**src/hdl/fid_pkg.sv**
```systemverilog
// fid_pkg: widths, phase codes, register indexes and reset values of the fall impact detector
// no dependencies; used by fall_impact_detector, fid_checker and the testbench
package fid_pkg;

    // field widths
    localparam int ACCEL_W   = 16;
    localparam int ANGLE_W   = 15;
    localparam int MAG_W     = 32;
    localparam int CHANGE_W  = 16;
    localparam int EVT_W     = 40;
    localparam int THR_W     = 15;
    localparam int THR_SQ_W  = 2 * THR_W;
    localparam int WAIT_W    = 16;

    // uptime counter width, any value from 16 to 64
    localparam int TIME_WIDTH = 40;

    // configuration port
    localparam int CFG_IDX_W  = 2;
    localparam int CFG_DATA_W = 16;

    localparam logic [CFG_IDX_W-1:0] CFG_IMPACT  = 2'd0;
    localparam logic [CFG_IDX_W-1:0] CFG_ANGLE   = 2'd1;
    localparam logic [CFG_IDX_W-1:0] CFG_IMMOBILE = 2'd2;
    localparam logic [CFG_IDX_W-1:0] CFG_STILL   = 2'd3;

    // register reset values
    localparam logic [THR_W-1:0]    IMPACT_RST   = 15'd5120;
    localparam logic [CHANGE_W-1:0] ANGLE_RST    = 16'd2880;
    localparam logic [WAIT_W-1:0]   IMMOBILE_RST = 16'd1500;
    localparam logic [THR_W-1:0]    STILL_RST    = 15'd512;

    localparam logic [THR_SQ_W-1:0] IMPACT_SQ_RST =
        THR_SQ_W'({15'd0, IMPACT_RST} * {15'd0, IMPACT_RST});
    localparam logic [THR_SQ_W-1:0] STILL_SQ_RST =
        THR_SQ_W'({15'd0, STILL_RST} * {15'd0, STILL_RST});

    // word kinds
    localparam logic KIND_SAMPLE = 1'b0;
    localparam logic KIND_TICK   = 1'b1;

    // detector phase; code 3 is unused and behaves as idle
    localparam int PHASE_W = 2;
    localparam logic [PHASE_W-1:0] PH_IDLE  = 2'd0;
    localparam logic [PHASE_W-1:0] PH_WAIT  = 2'd1;
    localparam logic [PHASE_W-1:0] PH_CHECK = 2'd2;

    // largest possible squared magnitude and summed angle change
    localparam logic [MAG_W-1:0]    MAG_MAX    = 32'hC000_0000;
    localparam logic [CHANGE_W-1:0] CHANGE_MAX = 16'd65534;

endpackage

```
**src/hdl/fall_impact_detector.sv**
```systemverilog
// fall_impact_detector: impact, tumble and stillness fall detector, top level
// depends on fid_pkg
//
// The block takes one word per clock on its s_ channel: either an IMU sample (kind 0) or a
// one-millisecond tick (kind 1). Ticks drive a free-running uptime counter. A sample whose
// squared acceleration magnitude reaches impact_threshold squared and whose summed pitch and
// roll change reaches angle_threshold starts a wait of immobile_ms ticks, during which samples
// are dropped; the first sample after the wait is checked against still_threshold squared and
// gives one result word: the verdict, the uptime and the held impact values. Every word is
// taken into an input register and decided by one pass of logic (three 16x16 squarers, an
// adder and the compares) as it moves on into the result register; the sustained rate is
// one word per clock while results are taken. While a result waits on m_ready the
// input register still takes one word; s_ready then drops until the result leaves, ticks
// included. Configuration writes on cfg_wr_en take effect at once and are meant for idle
// periods only; the impact and still thresholds are kept squared.
module fall_impact_detector (
    input  logic                                    aclk,
    input  logic                                    aresetn,
    // configuration write port
    input  logic                                    cfg_wr_en,
    input  logic [fid_pkg::CFG_IDX_W-1:0]           cfg_index,
    input  logic [fid_pkg::CFG_DATA_W-1:0]          cfg_wr_data,
    // input words
    input  logic                                    s_valid,
    output logic                                    s_ready,
    input  logic                                    s_kind,
    input  logic signed [fid_pkg::ACCEL_W-1:0]      s_accel_x,
    input  logic signed [fid_pkg::ACCEL_W-1:0]      s_accel_y,
    input  logic signed [fid_pkg::ACCEL_W-1:0]      s_accel_z,
    input  logic signed [fid_pkg::ANGLE_W-1:0]      s_pitch_angle,
    input  logic signed [fid_pkg::ANGLE_W-1:0]      s_roll_angle,
    // result words
    output logic                                    m_valid,
    input  logic                                    m_ready,
    output logic                                    m_fall_confirmed,
    output logic [fid_pkg::EVT_W-1:0]               m_event_time_ms,
    output logic [fid_pkg::MAG_W-1:0]               m_impact_magnitude_sq,
    output logic [fid_pkg::CHANGE_W-1:0]            m_orient_delta
);

    // ---------------------------------------------------------------- configuration
    // thresholds compared against magnitudes are stored squared, squared once at write time
    logic [fid_pkg::THR_SQ_W-1:0]  impact_sq_reg;
    logic [fid_pkg::CHANGE_W-1:0]  angle_thr_reg;
    logic [fid_pkg::WAIT_W-1:0]    immobile_reg;
    logic [fid_pkg::THR_SQ_W-1:0]  still_sq_reg;
    logic [fid_pkg::THR_W-1:0]     cfg_thr;
    logic [fid_pkg::THR_SQ_W-1:0]  cfg_thr_sq;

    assign cfg_thr    = cfg_wr_data[fid_pkg::THR_W-1:0];
    assign cfg_thr_sq = fid_pkg::THR_SQ_W'(cfg_thr) * fid_pkg::THR_SQ_W'(cfg_thr);

    always_ff @(posedge aclk) begin
        if (!aresetn) begin
            impact_sq_reg <= fid_pkg::IMPACT_SQ_RST;
            angle_thr_reg <= fid_pkg::ANGLE_RST;
            immobile_reg  <= fid_pkg::IMMOBILE_RST;
            still_sq_reg  <= fid_pkg::STILL_SQ_RST;
        end else if (cfg_wr_en) begin
            unique case (cfg_index)
                fid_pkg::CFG_IMPACT:   impact_sq_reg <= cfg_thr_sq;
                fid_pkg::CFG_ANGLE:    angle_thr_reg <= cfg_wr_data[fid_pkg::CHANGE_W-1:0];
                fid_pkg::CFG_IMMOBILE: immobile_reg  <= cfg_wr_data[fid_pkg::WAIT_W-1:0];
                fid_pkg::CFG_STILL:    still_sq_reg  <= cfg_thr_sq;
                default: ;
            endcase
        end
    end

    // ---------------------------------------------------------------- stage handshakes
    logic v1_reg, m_valid_reg;
    logic adv2, rdy1, fire2;

    // each stage moves on when it is empty or the one after it moves
    assign adv2    = !m_valid_reg || m_ready;
    assign rdy1    = !v1_reg || adv2;
    // no word is taken while reset is held
    assign s_ready = rdy1 && aresetn;
    assign fire2   = v1_reg && adv2;

    // ---------------------------------------------------------------- stage 1: input register
    logic                                kind1_reg;
    logic signed [fid_pkg::ACCEL_W-1:0]  ax1_reg, ay1_reg, az1_reg;
    logic signed [fid_pkg::ANGLE_W-1:0]  pitch1_reg, roll1_reg;

    always_ff @(posedge aclk) begin
        if (!aresetn) begin
            v1_reg <= 1'b0;
        end else if (rdy1) begin
            v1_reg <= s_valid;
        end
    end

    always_ff @(posedge aclk) begin
        if (rdy1 && s_valid) begin
            kind1_reg  <= s_kind;
            ax1_reg    <= s_accel_x;
            ay1_reg    <= s_accel_y;
            az1_reg    <= s_accel_z;
            pitch1_reg <= s_pitch_angle;
            roll1_reg  <= s_roll_angle;
        end
    end

    // ---------------------------------------------------------------- squared magnitude
    // magnitude of a 16-bit signed value fits 16 unsigned bits, -32768 included
    logic [fid_pkg::ACCEL_W-1:0] abs_x, abs_y, abs_z;
    logic [fid_pkg::MAG_W-1:0]   sq_x, sq_y, sq_z, mag_sum;

    assign abs_x   = ax1_reg[fid_pkg::ACCEL_W-1] ? fid_pkg::ACCEL_W'(-ax1_reg) : ax1_reg;
    assign abs_y   = ay1_reg[fid_pkg::ACCEL_W-1] ? fid_pkg::ACCEL_W'(-ay1_reg) : ay1_reg;
    assign abs_z   = az1_reg[fid_pkg::ACCEL_W-1] ? fid_pkg::ACCEL_W'(-az1_reg) : az1_reg;
    assign sq_x    = fid_pkg::MAG_W'(abs_x) * fid_pkg::MAG_W'(abs_x);
    assign sq_y    = fid_pkg::MAG_W'(abs_y) * fid_pkg::MAG_W'(abs_y);
    assign sq_z    = fid_pkg::MAG_W'(abs_z) * fid_pkg::MAG_W'(abs_z);
    // at most 3 * 2^30, no overflow
    assign mag_sum = sq_x + sq_y + sq_z;

    // ---------------------------------------------------------------- stage 2: detector state
    logic [fid_pkg::PHASE_W-1:0]         phase_reg, phase_next;
    logic signed [fid_pkg::ANGLE_W-1:0]  prev_pitch_reg, prev_pitch_next;
    logic signed [fid_pkg::ANGLE_W-1:0]  prev_roll_reg, prev_roll_next;
    logic [fid_pkg::WAIT_W-1:0]          wait_count_reg, wait_count_next;
    logic [fid_pkg::MAG_W-1:0]           held_mag_reg, held_mag_next;
    logic [fid_pkg::CHANGE_W-1:0]        held_angle_reg, held_angle_next;
    logic [fid_pkg::TIME_WIDTH-1:0]      uptime_reg, uptime_next;

    // angle change: sign-extended differences, each magnitude at most 32767
    logic signed [fid_pkg::CHANGE_W-1:0] d_pitch, d_roll;
    logic [fid_pkg::CHANGE_W-1:0]        abs_d_pitch, abs_d_roll, change;
    logic                                impact_hit, angle_hit, is_still;
    logic                                emit;

    assign d_pitch     = {pitch1_reg[fid_pkg::ANGLE_W-1], pitch1_reg}
                       - {prev_pitch_reg[fid_pkg::ANGLE_W-1], prev_pitch_reg};
    assign d_roll      = {roll1_reg[fid_pkg::ANGLE_W-1], roll1_reg}
                       - {prev_roll_reg[fid_pkg::ANGLE_W-1], prev_roll_reg};
    assign abs_d_pitch = d_pitch[fid_pkg::CHANGE_W-1] ? fid_pkg::CHANGE_W'(-d_pitch) : d_pitch;
    assign abs_d_roll  = d_roll[fid_pkg::CHANGE_W-1] ? fid_pkg::CHANGE_W'(-d_roll) : d_roll;
    assign change      = abs_d_pitch + abs_d_roll;

    assign impact_hit  = mag_sum >= fid_pkg::MAG_W'(impact_sq_reg);
    assign angle_hit   = change >= angle_thr_reg;
    assign is_still    = mag_sum <= fid_pkg::MAG_W'(still_sq_reg);

    always_comb begin
        phase_next      = phase_reg;
        prev_pitch_next = prev_pitch_reg;
        prev_roll_next  = prev_roll_reg;
        wait_count_next = wait_count_reg;
        held_mag_next   = held_mag_reg;
        held_angle_next = held_angle_reg;
        uptime_next     = uptime_reg;
        emit            = 1'b0;
        if (fire2) begin
            if (kind1_reg == fid_pkg::KIND_TICK) begin
                // uptime wraps at its width
                uptime_next = uptime_reg + fid_pkg::TIME_WIDTH'(1);
                if (phase_reg == fid_pkg::PH_WAIT) begin
                    wait_count_next = wait_count_reg + fid_pkg::WAIT_W'(1);
                    // a lowered immobile_ms ends the wait at the next tick
                    if (wait_count_next >= immobile_reg) begin
                        phase_next = fid_pkg::PH_CHECK;
                    end
                end
            end else begin
                unique case (phase_reg)
                    fid_pkg::PH_WAIT: begin
                        // samples during the wait are dropped
                    end
                    fid_pkg::PH_CHECK: begin
                        // stillness sample: verdict out, orientation not stored
                        emit       = 1'b1;
                        phase_next = fid_pkg::PH_IDLE;
                    end
                    default: begin
                        // idle, and the unused code behaves as idle
                        prev_pitch_next = pitch1_reg;
                        prev_roll_next  = roll1_reg;
                        if (impact_hit && angle_hit) begin
                            held_mag_next   = mag_sum;
                            held_angle_next = change;
                            wait_count_next = '0;
                            phase_next      = (immobile_reg == '0) ? fid_pkg::PH_CHECK
                                                                   : fid_pkg::PH_WAIT;
                        end else begin
                            phase_next = fid_pkg::PH_IDLE;
                        end
                    end
                endcase
            end
        end
    end

    always_ff @(posedge aclk) begin
        if (!aresetn) begin
            phase_reg      <= fid_pkg::PH_IDLE;
            prev_pitch_reg <= '0;
            prev_roll_reg  <= '0;
            wait_count_reg <= '0;
            held_mag_reg   <= '0;
            held_angle_reg <= '0;
            uptime_reg     <= '0;
        end else begin
            phase_reg      <= phase_next;
            prev_pitch_reg <= prev_pitch_next;
            prev_roll_reg  <= prev_roll_next;
            wait_count_reg <= wait_count_next;
            held_mag_reg   <= held_mag_next;
            held_angle_reg <= held_angle_next;
            uptime_reg     <= uptime_next;
        end
    end

    // ---------------------------------------------------------------- result register
    logic                            confirm_reg;
    logic [fid_pkg::EVT_W-1:0]       evt_time_reg;
    logic [fid_pkg::MAG_W-1:0]       out_mag_reg;
    logic [fid_pkg::CHANGE_W-1:0]    out_angle_reg;

    // a result only loads when the register is free or being emptied (fire2 implies adv2)
    always_ff @(posedge aclk) begin
        if (!aresetn) begin
            m_valid_reg <= 1'b0;
        end else if (emit) begin
            m_valid_reg <= 1'b1;
        end else if (m_ready) begin
            m_valid_reg <= 1'b0;
        end
    end

    always_ff @(posedge aclk) begin
        if (emit) begin
            confirm_reg   <= is_still;
            // low bits of the uptime, zero-extended if the counter is narrower
            evt_time_reg  <= fid_pkg::EVT_W'(uptime_reg);
            out_mag_reg   <= held_mag_reg;
            out_angle_reg <= held_angle_reg;
        end
    end

    assign m_valid               = m_valid_reg;
    assign m_fall_confirmed      = confirm_reg;
    assign m_event_time_ms       = evt_time_reg;
    assign m_impact_magnitude_sq = out_mag_reg;
    assign m_orient_delta        = out_angle_reg;

endmodule

```
**config.mk**
```make
export PLATFORM = sky130hd
export DESIGN_NAME = fall_impact_detector
export DESIGN_NICKNAME = d
export VERILOG_FILES = /design/src/hdl/fid_pkg.sv /design/src/hdl/fall_impact_detector.sv
export SDC_FILE = /design/constraint.sdc
export NUM_CORES = 2
export LEC_CHECK = 0
export BUFFER_PORTS_ARGS = -buffer_cell sky130_fd_sc_hd__buf_2
export CAP_MARGIN = 5
export CORE_MARGIN = 5
export CORE_UTILIZATION = 60
export DETAILED_ROUTE_END_ITERATION = 6
export PLACE_DENSITY = 0.78
export SETUP_SLACK_MARGIN = 0.15
export SLEW_MARGIN = 40
export SYNTH_ARGS = -nofsm -noshare
export SYNTH_HDL_FRONTEND = slang
export SYNTH_SLANG_ARGS = --single-unit
```
**constraint.sdc**
```tcl
create_clock -name aclk -period 15.02 [get_ports aclk]
set_input_delay 0.751 -clock aclk [delete_from_list [all_inputs] [get_ports aclk]]
set_output_delay 0.751 -clock aclk [all_outputs]
set_load 0.01 [all_outputs]
```
==> metrics.yaml <==
worst_hold_path:
  hp-start: "s_pitch_angle[8]"
  worstHoldPathCells: 1
  hold_class: "in2reg"
  holdPathEnd: "pitch1_reg[8]"
critical_path:
  cp.arrival_ps: 13670
  cpMostUsedCell: "fa_1"
  cp_slowest_cell: "a311o_2"
  r2r_cells: 40
  cp_max_fo: 30
  critPathLaunchType: "flip-flop"
  timing.rr.start: "ay1_reg[0]"
  cp_data_required_time_ps: 15480
  crit_path_end_kind: "flip-flop"
  r2r-end: "held_mag_reg[9]"
  max_stage_delay_ps: 650
  critical_path_class: "reg2reg"
  reg2reg_slack_ps: 1810
placed_design:
  place_congestion: 0.9980
  portBuffers: 192
  dpl.hpwl_microns: 89180
  dpl.cell_count: 6086
sta:
  tightest_slew_ps: 855.9
  setup_violations: 0
  max-slew-margin-rel_pct: 42.75
  max_freq_mhz: 75.69
  fin_crit_sh_pct: 87.96
  rsz0062_at_grt: "false"
  hold_violations: 0
  final.setup.tns_ps: 0
  finalMaxSlewViolations: 0
  clock_skew_ps: 38.47
  final.min_clock_period_ps: 13210
synth:
  netlist_top_cells_area: "fa_1, ha_1, edfxtp_1, dfxtp_1, inv_1"
  ys_warn_count: 0
  post_synth.cell_area_avg_sq_um: 9.543
  synth_top_area_share_pct: 32.07
  synth_seq_cells: 396
  synthCells: 4900
  yosys.area.top_type: "fa_1"
  synth_edf_count: 168
  ys_seq_area_share_pct: 20.55
  synth_ff_type: "dfxtp_1"
  async_reset_ff_share_pct: 0
  synth.distinct_cells: 79
  post-synth-top-count-cell: "inv_1"
  synth_common_cells: "inv_1, fa_1, ha_1, nand2_1, nor2_1"
  netlist_area_sq_um: 46760
detailed_routing:
  route.detailed.drc: 20
  vias: 33631
  first_pass_iters: 7
  ant_nets: 0
  post_drt_wl_per_cell_microns: 17.48
  wl_microns: 107800
  drt_iter0_drc: 2428
  vias_per_cell: 5.451
clocking:
  cts_inserted_buffers: 45
  hold_buffers: 0
  cts_tree: "built"
  clk_pin_slew_worst_paths_ps: 80
  cts_root_buffer: "clkbuf_16"
  worstSkewPairLatency_ps: 610
  cts_max_level: 2
  clock-sinks: 396
  cts_resized: 0
  postCtsSetupBuffers: 0
  cts_buffer_depth: 3
floorplanning:
  core.rowCount: 102
  die_x_microns: 289.2
  dieArea_sq_um: 83620
  io_pins: 193
  die_h_microns: 289.2
  core-area_sq_um: 77340
  initial_utilization_pct: 60.46
global_route:
  grt_pass1_vias: 35801
  grt_usage_pct: 26.68
  grt_pass1_wl_microns: 177700
  grt_overflow: 0
  grt_max_degree: 109
  antenna_found_initial: 2
outcome:
  run_status: "complete, but fails checks"
  violations: "DRC"
layout:
  stdcell_count: 6170
  drive_above_1_share_pct: 7.018
  finalNetCount: 6435
  area_growth_pct: 8.182
  antennaDiodeCount: 0
flow_run:
  cap_violations: 0
==> cell type report <==
class / count / area [sq um]
Tap cell: 1040 / 1301
Multi-Input combinational cell: 3294 / 32670
Clock inverter: 28 / 309.0
Timing Repair Buffer: 225 / 1229
Inverter: 1132 / 4257
Clock buffer: 55 / 1216
Fill cell: 6187 / 26750
Sequential cell: 396 / 9609
==> layout by cell type, fill, tap and decap left out, drive strengths merged, types with 29 or more instances in the layout <==
master,netlist,final
and2,78,78
inv,1122,1129
nand2,466,466
clkbuf,105,55
nor2,408,408
buf,10,225
xor2,113,113
nand3,44,44
dfxtp,228,228
a21oi,213,213
xnor2,130,130
ha,490,490
fa,749,749
a21o,59,59
o21ai,81,81
edfxtp,168,168
nor3,29,29
conb,2,39
mux2i,50,50
==> cell families after synthesis <==
kind of cell               share of synthesized area, %
AOI/OAI and AO/OA                                 6.901
muxes                                             1.167
and+or+nand+nor                                   11.44
xor gates and xnor gates                          4.632
DFF                                               20.55
adders and majority gates                         45.18
other                                           0.01606
buffers and inverters                             10.12
==> metal layers <==
| layer | GRT usage [%] | up-vias | wire [microns] |
|---|---|---|---|
| met1 | 33.81 | 16516 | 41530 |
| li1 | - | 15621 | - |
| met5 | 0 | - | 0 |
| met3 | 6.491 | 267 | 9855 |
| met2 | 44.92 | 1227 | 51950 |
| met4 | 9.602 | 0 | 4498 |
==> metrics by stage <==
stage                     utilization, %  worst slack [ps]  area [sq um]  hold WS (ps)
after floorplan                        -              3927         46900         408.0
after global placement             63.29              2276         48950         419.3
after detailed placement           63.36              1988         49000         423.6
after CTS                          65.33              1927         50530         273.1
after global routing               65.41              1105         50590         289.9
final                              65.41              1808         50590         305.2
==> critical path, delay by kind of cell, from the launching register on <==
kind / cells / cell delay [ps]
adder cells (fa/ha/maj): 12 / 5270
buffers and inverters: 8 / 1430
multiplexers: 1 / 260
XOR/XNOR: 2 / 780
flip-flops: 1 / 540
AO/OA/AOI/OAI: 12 / 3640
AND/OR/NAND/NOR: 5 / 1060
==> worst max path at each step <==
stage,slack (ps),to,startpoint
after CTS,1930,held_mag_reg[8],ay1_reg[0]
final,1810,held_mag_reg[9],ay1_reg[0]
after global placement,2280,held_mag_reg[5],ay1_reg[0]
after detailed placement,1990,held_mag_reg[15],ay1_reg[0]
after floorplan,3930,held_angle_reg[0],ay1_reg[0]
after global routing,1110,held_mag_reg[2],ay1_reg[0]
Power is not shown: default switching activity piles up to over one toggle a cycle in this logic, so the estimate is an artifact.
